==> src/rtl/bsr_pkg.sv <==
// ----------------------------------------------------------------------------
// Bridge converter serial reader package
// Shared constants and transfer types for the serial reader block.
// ----------------------------------------------------------------------------
`timescale 1ns / 1ps

package bsr_pkg;

  // Number of data bits shifted out of the converter per reading.
  localparam int DATA_BITS = 24;
  localparam int BIT_W     = $clog2(DATA_BITS + 1);
  localparam int ACC_W     = 32;
  localparam int VALUE_W   = 24;
  localparam int COUNT_W   = 8;
  localparam int DIV_CNT_W = $clog2(ACC_W + 1);

  // Configuration register indexes.
  localparam logic [1:0] REG_EXTRA_PULSES  = 2'd0;
  localparam logic [1:0] REG_SAMPLE_COUNT  = 2'd1;
  localparam logic [1:0] REG_TIMEOUT_LIMIT = 2'd2;
  localparam logic [1:0] REG_POWER_DOWN    = 2'd3;

  // Status codes.
  localparam logic STATUS_OK      = 1'b0;
  localparam logic STATUS_TIMEOUT = 1'b1;

  typedef struct packed {
    logic start_req;
    logic dout;
  } item_t;

  typedef struct packed {
    logic                      sck;
    logic                      busy_res;
    logic                      done_res;
    logic                      status;
    logic signed [VALUE_W-1:0] value;
  } res_t;

  typedef struct packed {
    logic [1:0]         extra_pulses;
    logic [COUNT_W-1:0] sample_count;
    logic [ACC_W-1:0]   timeout_limit;
    logic               power_down;
  } cfg_t;

endpackage

==> src/rtl/bsr_div.sv <==
// ----------------------------------------------------------------------------
// Bridge converter serial reader divider
// Iterative signed-by-unsigned divider, one quotient bit per cycle, truncating.
// ----------------------------------------------------------------------------
`timescale 1ns / 1ps

module bsr_div import bsr_pkg::*; (
  input  logic                      clk,
  input  logic                      rst,
  input  logic                      start,
  input  logic [ACC_W-1:0]          dividend,
  input  logic [COUNT_W-1:0]        divisor,
  output logic                      done,
  output logic signed [VALUE_W-1:0] quotient
);

  logic                 running;
  logic [DIV_CNT_W-1:0] cnt;
  logic [COUNT_W-1:0]   rem;
  logic [COUNT_W-1:0]   dvs;
  logic [ACC_W-1:0]     quo;
  logic                 neg;
  logic [COUNT_W:0]     trial;
  logic                 fits;
  logic [ACC_W-1:0]     quo_signed;

  assign trial      = {rem, quo[ACC_W-1]};
  assign fits       = trial >= {1'b0, dvs};
  assign quo_signed = neg ? (~quo + ACC_W'(1)) : quo;
  assign quotient   = quo_signed[VALUE_W-1:0];

  always_ff @(posedge clk) begin
    if (rst) begin
      running <= 1'b0;
      done    <= 1'b0;
      cnt     <= '0;
    end else begin
      done <= 1'b0;
      if (start) begin
        running <= 1'b1;
        cnt     <= DIV_CNT_W'(ACC_W);
      end else if (running) begin
        cnt <= cnt - DIV_CNT_W'(1);
        if (cnt == DIV_CNT_W'(1)) begin
          running <= 1'b0;
          done    <= 1'b1;
        end
      end
    end
  end

  always_ff @(posedge clk) begin
    if (start) begin
      // Work on the magnitude and fix the sign at the end.
      neg <= dividend[ACC_W-1];
      quo <= dividend[ACC_W-1] ? (~dividend + ACC_W'(1)) : dividend;
      rem <= '0;
      dvs <= divisor;
    end else if (running) begin
      if (fits) begin
        rem <= COUNT_W'(trial - {1'b0, dvs});
      end else begin
        rem <= trial[COUNT_W-1:0];
      end
      quo <= {quo[ACC_W-2:0], fits};
    end
  end

endmodule

==> src/rtl/bsr_tick.sv <==
// ----------------------------------------------------------------------------
// Bridge converter serial reader tick sequencer
// Per-tick state machine: wait for data ready, clock bits, gain pulses, sum.
// ----------------------------------------------------------------------------
`timescale 1ns / 1ps

module bsr_tick import bsr_pkg::*; (
  input  logic               clk,
  input  logic               rst,
  input  logic               advance,
  input  item_t              item,
  input  cfg_t               cfg,
  output res_t               res,
  output logic               div_req,
  output logic [ACC_W-1:0]   acc_out,
  output logic [COUNT_W-1:0] count_out
);

  localparam logic [2:0] PH_IDLE     = 3'd0;
  localparam logic [2:0] PH_WAIT     = 3'd1;
  localparam logic [2:0] PH_BIT_HI   = 3'd2;
  localparam logic [2:0] PH_BIT_LO   = 3'd3;
  localparam logic [2:0] PH_PULSE_HI = 3'd4;
  localparam logic [2:0] PH_PULSE_LO = 3'd5;

  logic [2:0]           phase, phase_next;
  logic [BIT_W-1:0]     bit_index, bit_index_next;
  logic [DATA_BITS-1:0] shift_data, shift_data_next;
  logic [1:0]           pulse_index, pulse_index_next;
  logic [ACC_W-1:0]     wait_count, wait_count_next;
  logic [ACC_W-1:0]     accumulator, accumulator_next;
  logic [COUNT_W-1:0]   readings_taken, readings_taken_next;

  logic [2:0]           cur;
  logic [1:0]           npulses;
  logic [COUNT_W-1:0]   ncount;
  logic [ACC_W-1:0]     raw;

  assign npulses = (cfg.extra_pulses == 2'd0) ? 2'd1 : cfg.extra_pulses;
  assign ncount  = (cfg.sample_count == '0) ? COUNT_W'(1) : cfg.sample_count;
  assign raw     = ACC_W'($signed(shift_data));

  assign acc_out   = accumulator_next;
  assign count_out = readings_taken_next;

  always_comb begin
    phase_next          = phase;
    bit_index_next      = bit_index;
    shift_data_next     = shift_data;
    pulse_index_next    = pulse_index;
    wait_count_next     = wait_count;
    accumulator_next    = accumulator;
    readings_taken_next = readings_taken;
    res                 = '0;
    div_req             = 1'b0;
    cur                 = phase;

    if (cfg.power_down) begin
      phase_next = PH_IDLE;
      res.sck    = 1'b1;
    end else begin
      // A start on an idle tick already counts as the first wait tick.
      if (phase == PH_IDLE && item.start_req) begin
        cur                 = PH_WAIT;
        phase_next          = PH_WAIT;
        wait_count_next     = '0;
        accumulator_next    = '0;
        readings_taken_next = '0;
      end
      unique case (cur)
        PH_IDLE: begin
          phase_next = PH_IDLE;
        end
        PH_WAIT: begin
          res.busy_res = 1'b1;
          if (!item.dout) begin
            phase_next      = PH_BIT_HI;
            bit_index_next  = '0;
            shift_data_next = '0;
          end else begin
            if (wait_count_next != '1) begin
              wait_count_next = wait_count_next + ACC_W'(1);
            end
            if (cfg.timeout_limit != '0 && wait_count_next > cfg.timeout_limit) begin
              phase_next   = PH_IDLE;
              res.busy_res = 1'b0;
              res.done_res = 1'b1;
              res.status   = STATUS_TIMEOUT;
            end
          end
        end
        PH_BIT_HI: begin
          res.busy_res = 1'b1;
          res.sck      = 1'b1;
          phase_next   = PH_BIT_LO;
        end
        PH_BIT_LO: begin
          res.busy_res    = 1'b1;
          shift_data_next = {shift_data[DATA_BITS-2:0], item.dout};
          bit_index_next  = bit_index + BIT_W'(1);
          if (bit_index_next >= BIT_W'(DATA_BITS)) begin
            phase_next       = PH_PULSE_HI;
            pulse_index_next = '0;
          end else begin
            phase_next = PH_BIT_HI;
          end
        end
        PH_PULSE_HI: begin
          res.busy_res = 1'b1;
          res.sck      = 1'b1;
          phase_next   = PH_PULSE_LO;
        end
        PH_PULSE_LO: begin
          res.busy_res     = 1'b1;
          pulse_index_next = pulse_index + 2'd1;
          if (pulse_index_next < npulses) begin
            phase_next = PH_PULSE_HI;
          end else begin
            accumulator_next = accumulator + raw;
            if (readings_taken != '1) begin
              readings_taken_next = readings_taken + COUNT_W'(1);
            end
            if (readings_taken_next >= ncount) begin
              // The averaged value comes from the divider afterwards.
              phase_next   = PH_IDLE;
              res.busy_res = 1'b0;
              res.done_res = 1'b1;
              res.status   = STATUS_OK;
              div_req      = 1'b1;
            end else begin
              phase_next      = PH_WAIT;
              wait_count_next = '0;
            end
          end
        end
        default: begin
          phase_next = PH_IDLE;
        end
      endcase
    end
  end

  always_ff @(posedge clk) begin
    if (rst) begin
      phase          <= PH_IDLE;
      bit_index      <= '0;
      shift_data     <= '0;
      pulse_index    <= '0;
      wait_count     <= '0;
      accumulator    <= '0;
      readings_taken <= '0;
    end else if (advance) begin
      phase          <= phase_next;
      bit_index      <= bit_index_next;
      shift_data     <= shift_data_next;
      pulse_index    <= pulse_index_next;
      wait_count     <= wait_count_next;
      accumulator    <= accumulator_next;
      readings_taken <= readings_taken_next;
    end
  end

endmodule

==> src/rtl/bridge_adc_serial_reader.sv <==
// ----------------------------------------------------------------------------
// Bridge converter serial reader
// Tick-level readout of a 24-bit bridge converter with averaging.
// ----------------------------------------------------------------------------
// Usage: every transfer on the item channel is one half period of the serial
// clock and carries start_req and the sampled data pin. Every item gives
// exactly one transfer on the result channel with the clock level to drive,
// busy and done flags, status and the averaged value.
// An ordinary tick's result is registered and valid in the cycle after its input
// transfer. The tick that completes a measurement starts the one-bit-per-cycle
// divider (32 iterations); that item's result is valid once the divider is done
// and the output is free; no item is taken while the divider runs or waits.
// An item is taken only when the result register is empty or being emptied
// in the same cycle, so a stalled result simply holds off the item channel.
// The configuration channel is always ready and must be written only while
// the block is idle. Reset returns the sequencer to idle, clears the
// accumulator and restores the register defaults (one extra pulse, one
// sample, no timeout, powered up); the result register is emptied.
// ----------------------------------------------------------------------------
`timescale 1ns / 1ps

module bridge_adc_serial_reader import bsr_pkg::*; (
  input  logic        clk,
  input  logic        rst,
  input  logic        item_valid,
  output logic        item_stall,
  input  item_t       item,
  output logic        res_valid,
  input  logic        res_stall,
  output res_t        res,
  input  logic        cfg_valid,
  output logic        cfg_ready,
  input  logic [1:0]  cfg_index,
  input  logic [31:0] cfg_data
);

  localparam logic [1:0] ST_RUN  = 2'd0;
  localparam logic [1:0] ST_DIV  = 2'd1;
  localparam logic [1:0] ST_HOLD = 2'd2;

  logic [1:0]                state;
  cfg_t                      cfg;
  logic                      take;
  logic                      out_free;
  logic                      accept;
  res_t                      tick_res;
  logic                      div_req;
  logic [ACC_W-1:0]          acc;
  logic [COUNT_W-1:0]        count;
  logic                      div_done;
  logic signed [VALUE_W-1:0] quotient;
  res_t                      avg_res;

  assign cfg_ready  = 1'b1;
  assign take       = res_valid && !res_stall;
  assign out_free   = !res_valid || take;
  assign item_stall = !(state == ST_RUN && out_free);
  assign accept     = item_valid && !item_stall;

  always_comb begin
    avg_res          = '0;
    avg_res.done_res = 1'b1;
    avg_res.status   = STATUS_OK;
    avg_res.value    = quotient;
  end

  always_ff @(posedge clk) begin
    if (rst) begin
      cfg.extra_pulses  <= 2'd1;
      cfg.sample_count  <= COUNT_W'(1);
      cfg.timeout_limit <= '0;
      cfg.power_down    <= 1'b0;
    end else if (cfg_valid && cfg_ready) begin
      unique case (cfg_index)
        REG_EXTRA_PULSES:  cfg.extra_pulses  <= cfg_data[1:0];
        REG_SAMPLE_COUNT:  cfg.sample_count  <= cfg_data[COUNT_W-1:0];
        REG_TIMEOUT_LIMIT: cfg.timeout_limit <= cfg_data[ACC_W-1:0];
        REG_POWER_DOWN:    cfg.power_down    <= cfg_data[0];
      endcase
    end
  end

  bsr_tick u_tick (
    .clk       (clk),
    .rst       (rst),
    .advance   (accept),
    .item      (item),
    .cfg       (cfg),
    .res       (tick_res),
    .div_req   (div_req),
    .acc_out   (acc),
    .count_out (count)
  );

  bsr_div u_div (
    .clk      (clk),
    .rst      (rst),
    .start    (accept && div_req),
    .dividend (acc),
    .divisor  (count),
    .done     (div_done),
    .quotient (quotient)
  );

  always_ff @(posedge clk) begin
    if (rst) begin
      state     <= ST_RUN;
      res_valid <= 1'b0;
    end else begin
      if (take) begin
        res_valid <= 1'b0;
      end
      unique case (state)
        ST_RUN: begin
          if (accept) begin
            if (div_req) begin
              state <= ST_DIV;
            end else begin
              res_valid <= 1'b1;
            end
          end
        end
        ST_DIV: begin
          if (div_done) begin
            state <= ST_HOLD;
          end
        end
        ST_HOLD: begin
          // The quotient stays put until the result register frees up.
          if (out_free) begin
            res_valid <= 1'b1;
            state     <= ST_RUN;
          end
        end
        default: begin
          state <= ST_RUN;
        end
      endcase
    end
  end

  always_ff @(posedge clk) begin
    if (state == ST_RUN && accept && !div_req) begin
      res <= tick_res;
    end else if (state == ST_HOLD && out_free) begin
      res <= avg_res;
    end
  end

endmodule
==> config.mk <==
export PLATFORM = sky130hd
export DESIGN_NAME = bridge_adc_serial_reader
export DESIGN_NICKNAME = d
export VERILOG_FILES = /design/src/rtl/bsr_pkg.sv /design/src/rtl/bsr_div.sv /design/src/rtl/bsr_tick.sv /design/src/rtl/bridge_adc_serial_reader.sv
export SDC_FILE = /design/constraint.sdc
export NUM_CORES = 1
export LEC_CHECK = 0
export ABC_AREA = 1
export BUFFER_PORTS_ARGS = -buffer_cell sky130_fd_sc_hd__buf_2
export CAP_MARGIN = 10
export CORE_ASPECT_RATIO = 0.6
export CORE_UTILIZATION = 35
export DETAILED_ROUTE_END_ITERATION = 7
export GPL_TIMING_DRIVEN = 0
export PLACE_DENSITY_LB_ADDON = 0.2
export SLEW_MARGIN = 20
export SYNTH_ARGS = -nofsm -noshare
export SYNTH_HDL_FRONTEND = slang
export SYNTH_SLANG_ARGS = --single-unit
==> constraint.sdc <==
create_clock -name clk -period 7.45 [get_ports clk]
set_clock_uncertainty 0.2 [all_clocks]
set_input_delay 1.1175 -clock clk [delete_from_list [all_inputs] [get_ports clk]]
set_output_delay 1.1175 -clock clk [all_outputs]
set_load 0.01 [all_outputs]
## Yosys cells after proc, flatten, opt, wreduce, memory -nomap -nowiden

Cells that the tools add are included.

- Bits in registers: 237
- Input bits: 41

- Add/sub/neg operators: 9
- Order comparisons: 5
- Equality and inequality tests: 19
- Multiplexer cells: 75
- Bitwise logic cells: 4
- Reduce and logical (&&, ||, !) cells: 36

Operator list:

| kind | count |
|---|---|
| two-way mux 32 bit | 16 |
| two-way mux 8 bit | 10 |
| adder 32 x 1 -> 32 bit, second input constant | 2 |
| case mux 32 bit (2 select lines) | 1 |
| two-way mux 28 bit | 2 |
| two-way mux 24 bit | 2 |
| case mux 24 bit (2 select lines) | 1 |
| two-way mux 3 bit | 12 |
| adder 32 bit | 1 |
| > comparator 32 bit | 1 |
| inequality test 32 bit, second input constant | 1 |
| NOT 32 bit | 1 |
| nonzero test 32 bit | 1 |
| adder 24 x 1 -> 24 bit, second input constant | 1 |
| NOT 24 bit | 1 |
| two-way mux 1 bit | 15 |
| case mux 3 bit (5 select lines) | 1 |
| two-way mux 2 bit | 6 |
| two-way mux 6 bit | 2 |
| AND reduction 4 bit | 3 |
| case mux 5 bit (2 select lines) | 1 |
| AND reduction 2 bit | 5 |
| >= comparator 9 x 8 -> 1 bit | 1 |
| logical AND 1 bit | 9 |
| other kinds (31) | 52 |

## Longest topological paths before layout

- Depth after elaboration: 16
- Gate-level depth with buffers: 27

## By module

From an unflattened synthesis, not the netlist that was laid out.

- Cell total of the unflattened synthesis: 2765
- Area total of the unflattened synthesis: 17924.7 um^2

By module, submodules not included:

| module | instances | cells an instance | area each (um^2) | seq. area each (um^2) |
|---|---|---|---|---|
| bsr_tick | 1 | 1846 | 10775.3 | 2122.0 |
| bsr_div | 1 | 589 | 4255.3 | 1551.5 |
| bridge_adc_serial_reader | 1 | 330 | 2894.0 | 1761.7 |

## Worst setup path after synthesis

No wires, ideal clock.

- Kind: input to register
- Start point: input item[1] in the netlist's numbering
- End point: register res[26] in the netlist's numbering, data pin
- Setup time: 0.271 ns
- Data arrival time: 4.351 ns
- Slack: 2.628 ns
- Stages: 25
- Cells stage by stage: nand3_2 inv_2 buf_6 clkbuf_1 nor2_1 ha_1 nand2_1 nor2_4 nand2_2 nor2_4 inv_2 nor2_1 nand3_2 nand3_2 nor2_4 nand3_2 xnor2_2 ha_1 inv_1 nor4_1 nand2_1 o21ai_0 nand3_1 nand2_1 a21oi_1

- Word-level cells in the longest chain between the ends: 15
- Elaborated cells between the ends (all ways): 38
- Those cells by class: add/sub (1); order compare (2); eq/ne (6); mux (24); reduce/logical (5)

RTL lines:

| item | RTL line | source |
|---|---|---|
| start: declaration | bridge_adc_serial_reader.sv:27 | `input item_t item,` |
| logical AND 1 bit * | bsr_tick.sv:63 | `if (phase == PH_IDLE && item.start_req) begin` |
| two-way mux 32 bit | bsr_tick.sv:63 |  |
| two-way mux 32 bit | bsr_tick.sv:58 | `if (cfg.power_down) begin` |
| adder 32 x 1 -> 32 bit or inequality test 32 bit (tied branches) | bsr_tick.sv:82, bsr_tick.sv:81 |  |
| two-way mux 32 bit | bsr_tick.sv:81 | `if (wait_count_next != '1) begin` |
| two-way mux 32 bit | bsr_tick.sv:76 | `if (!item.dout) begin` |
| two-way mux 32 bit | bsr_tick.sv:70 | `unique case (cur)` |
| two-way mux 32 bit | bsr_tick.sv:58 |  |
| > comparator 32 bit | bsr_tick.sv:84 | `if (cfg.timeout_limit != '0 && wait_count_next > cfg.timeout_limit) begin` |
| logical AND 1 bit | bsr_tick.sv:84 |  |
| two-way mux 3 bit | bsr_tick.sv:84 |  |
| two-way mux 3 bit | bsr_tick.sv:76 |  |
| case mux 1 bit (3 select lines) | bsr_tick.sv:70 |  |
| two-way mux 3 bit | bsr_tick.sv:58 |  |
| two-way mux 28 bit * | bridge_adc_serial_reader.sv:143 | `if (state == ST_RUN && accept && !div_req) begin` |
| end signal: assignment | bridge_adc_serial_reader.sv:144 | `res <= tick_res;` |
| end signal: assignment | bridge_adc_serial_reader.sv:146 | `res <= avg_res;` |
| end: declaration | bridge_adc_serial_reader.sv:30 | `output res_t res,` |

Every way passes the cells marked *; elsewhere a longest branch is shown, timed or not. The select of a mux whose other input is x is not followed.
A chain may end at the register's enable or synchronous reset.

## Final worst setup path

- Start point: input item[1] in the netlist's numbering
- End point: register u_tick.wait_count[4]

- Word-level cells in the longest chain between the ends: 10
- Elaborated cells between the ends (all ways): 23
- Those cells by class: add/sub (1); order compare (1); eq/ne (3); mux (17); reduce/logical (1)

RTL lines:

| item | RTL line | source |
|---|---|---|
| logical AND 1 bit * | bsr_tick.sv:63 |  |
| two-way mux 32 bit or two-way mux 8 bit (tied branches) | bsr_tick.sv:63 |  |
| two-way mux 32 bit or two-way mux 8 bit (tied branches) | bsr_tick.sv:58, bsr_tick.sv:120 |  |
| adder 32 x 1 -> 32 bit, or another cell as far along | bsr_tick.sv:82 | `wait_count_next = wait_count_next + ACC_W'(1);` |
| two-way mux 32 bit or two-way mux 8 bit (tied branches) | bsr_tick.sv:81, bsr_tick.sv:70 |  |
| two-way mux 32 bit or two-way mux 8 bit (tied branches) | bsr_tick.sv:76, bsr_tick.sv:58 |  |
| two-way mux 32 bit or >= comparator 8 bit (tied branches) | bsr_tick.sv:70, bsr_tick.sv:123 |  |
| two-way mux 32 bit, on equally long branches | bsr_tick.sv:58, bsr_tick.sv:123 |  |
| two-way mux 32 bit, on equally long branches | bsr_tick.sv:76, bsr_tick.sv:116 |  |
| case mux 32 bit (2 select lines) * | bsr_tick.sv:70 |  |
| end signal: assignment | bsr_tick.sv:157 | `wait_count <= wait_count_next;` |
| end: declaration | bsr_tick.sv:30 | `logic [ACC_W-1:0] wait_count, wait_count_next;` |

Marked as above.

==> impl_metrics.ini <==
[global_routing]
grt_max_degree = 32
grt_overflow_total = 0
grt_pass1_vias = 15100
antenna_found_initial = 4
grt_use_total_pct = 25.0
grt_pass1_wl_microns = 89600

[worst_setup_path]
cp_slowest_cell = o21ai_0
max_stage_delay_ps = 930
cp_max_fo = 10
crit_buf_inv = 8
worstPathArrival_ps = 6610
cpLargestDelayFamily = buffers and inverters
end_kind = flop
worstSetupStartpointType = input port
worstPathRequired_ps = 7710
crit_chain = buf_2 -> nand3_2 -> inv_2 -> buf_6 -> clkbuf_1 -> nor2_1 -> inv_1 -> o21ai_0 -> ha_1 -> a21oi_1 -> o21ai_0 -> nand2_1 -> nand3_1 -> o21ai_0 -> inv_1 -> nor2_2 -> clkinv_1 -> nand2_1 -> nand3_1 -> o211ai_1 -> inv_1
setup.worst_path.class = in -> reg

[synth]
synth-async-reset-ratio_pct = 0
synth-seq-area-share_pct = 31.9
synth_flop_cell = dfxtp_1
yosys_warnings = 0
ys_top_cells_by_area = dfxtp_1, nand2_1, edfxtp_1, inv_1, a21oi_1
synth_edf_count = 45
synth.avg_cell_area_sq_um = 6.68
synth_top_area_share_pct = 23.6
synth-seq-cells = 237
syn_area_sq_mm = 0.0163
synth_most_common_cell = nand2_1
ys_types = 63
synth_largest_area_cell = dfxtp_1
synth_fp_nets = 2567
synthCells = 2436
synth_commonest_cells = nand2_1, inv_1, a21oi_1, dfxtp_1, nor2_1

[power]
switchingPower_w = 0.000984
swShare_pct = 29.7
p_int_w = 0.00233
p_clk_share_pct = 42.1
p_comb_share_pct = 16.0
power.density_mw_per_mm2 = 180
power_frac_seq_pct = 41.9
leakage_nw = 8.51
ir_drop_mv = 0.145

[timing]
min_period_ps = 6350
fmax_mhz = 157
setup_tns_ps = 0
relSlewSlack_pct = 24.2
hold_viol_final = 0
maxSlewViolCount = 0
finalCritPeriodShare_pct = 85.2
worst_slew_pin_slew_ps = 1140
setup_violations = 0
grt_setup_unrepaired = no

[status]
status = complete, no violations

[clock_network]
root_buffer = clkbuf_16
cts_htree_levels = 1
numCtsBuffers = 28
cts-resized-gates = 0
clock_latency_ps = 580
cts_sinks = 237
postCtsHoldBufs = 0
cts_setup_buffers = 0
clk_path_buf_depth = 3
cts_tree = yes
cts.reportedPaths.clkPinSlew_ps = 60

[detailed_routing]
num_vias = 16600
ant_nets = 0
drt-initial-drc-count = 2090
viasPerCell = 5.23
wl_per_cell_microns = 18.8
wl_microns = 59700
drt_drc_violations_left = 0
dr.pass1.iters = 5

[min_path]
hold_class = reg -> reg

[finish]
final_cells = 3178
layout.area.seq_sq_mm = 0.00519
fin_area_sq_mm = 0.0183
fin_nets = 2668
synthToLayoutAreaGrowth_pct = 12.7
finalCoreUtilization_pct = 40.4
drive_gt1_share_pct = 8.37
multi_input_area_sq_mm = 0.00932
fill_cells = 4865
antenna_cells = 0

[placement]
port_buffers = 70
gp_congestion = 0.980
place_hpwl_microns = 48100
placed_cells = 3127
placed_cell_area_sq_mm = 0.0174

[floorplanning]
rows = 60
die_h_microns = 169
core-area_sq_mm = 0.0453
die_x_microns = 280
dieArea_sq_mm = 0.0474
ios = 72
start_util_pct = 35.9

[run]
maxCapViolCount = 0
## cells in the final DEF, fill, tap and decap left out, types with 6 or more instances in the layout
master     netlist  final
clkbuf_1        68     76
nand2_1        612    611
o21ai_1          9      9
a21oi_1        232    232
nor2_1         188    188
nor2_2          10     10
nor3_1          37     37
buf_2            7     77
o21ai_0        154    154
nor4_1          13     13
dfxtp_1        192    192
ha_1            88     88
edfxtp_1        45     45
o211ai_1        43     43
o21bai_1        16     16
nand4_1         26     26
nor2_4           7      7
clkbuf_8         0      7
a31oi_1          7      7
clkbuf_16        0     29
o31ai_1          6      6
o22ai_1          9      9
nand3_1        140    140
nand2_2          9     10
nand3_2         11     11
xnor2_1         17     17
xor2_1          34     34
inv_2           12     12
nand2_4          8      8
inv_1          351    351
clkinv_1         7      7
## metal layers
layer | track usage, % | vias to the layer above | wire, microns
met1 | 40.9 | 7702 | 31900
met5 | 0 | - | 21
li1 | - | 8187 | -
met4 | 4.06 | 4 | 893
met2 | 29.7 | 660 | 20100
met3 | 8.61 | 71 | 6820
## registers in the layout, indices dropped and copies added (netlist names), 3 cells and up
register               count
cfg                       43
res                       28
u_div.cnt                  6
u_div.dvs                  8
u_div.quo                 32
u_div.rem                  8
u_tick.accumulator        32
u_tick.bit_index           5
u_tick.phase               3
u_tick.readings_taken      8
u_tick.shift_data         24
u_tick.wait_count         32
## worst paths after layout
kind,slack (ps),end,startpoint,cells past startpoint
min,270,res[8],res[8],2
min reg2reg,270,res[8],res[8],2
max,1100,u_tick.wait_count[4],item[1],21
max reg2reg,1230,u_tick.wait_count[4],u_tick.phase[0],21
## worst register-to-register path: cells and delay by family, from the launching register on
family                     cells  cell delay [ps]
AOI/OAI and AO/OA              5             1530
and+or+nand+nor                7             1470
buffers and inverters          8             2220
DFF                            1              330
adders and majority gates      1              380
## cell families (layout without fill, tap and decap cells)
group                    Yosys count  after routing  synth area share [%]
buffers and inverters            453            575                  10.8
flip-flops                       237            237                  31.9
XOR/XNOR                          57             57                  3.35
AND/OR/NAND/NOR                 1086           1086                  29.3
adder cells (fa/ha/maj)           90             90                  7.01
AO/OA/AOI/OAI                    512            512                  17.7
other                              1              1                0.0231
## through the flow
step | hold slack [ps] | power, W | setup slack, ps
after floorplan | 229 | 0.00174 | 2630
after global placement | 256 | 0.00191 | 854
after detailed placement | 253 | 0.00192 | 876
after CTS | 262 | 0.00332 | 1470
after global routing | 282 | 0.00345 | 983
final | 266 | 0.00331 | 1100
## power groups by stage
stage | combinational [W] | sequential, W | clock [W]
2_1_floorplan | 0.000337 | 0.00140 | 0
3_3_place_gp | 0.000501 | 0.00141 | 0
3_5_place_dp | 0.000510 | 0.00141 | 0
4_1_cts | 0.000513 | 0.00138 | 0.00143
5_1_grt | 0.000578 | 0.00139 | 0.00148
6_report | 0.000530 | 0.00139 | 0.00139
## layout make-up
cell class | count | share of cell area, %
multi-input cells | 1746 | 50.8
flip-flops and latches | 237 | 28.3
inverters | 370 | 7.57
clock buffers | 46 | 4.69
well taps | 620 | 4.23
repair buffers | 71 | 2.02
plain buffers | 83 | 1.99
clock inverters | 5 | 0.334
Power figures use the tool's default switching activity.
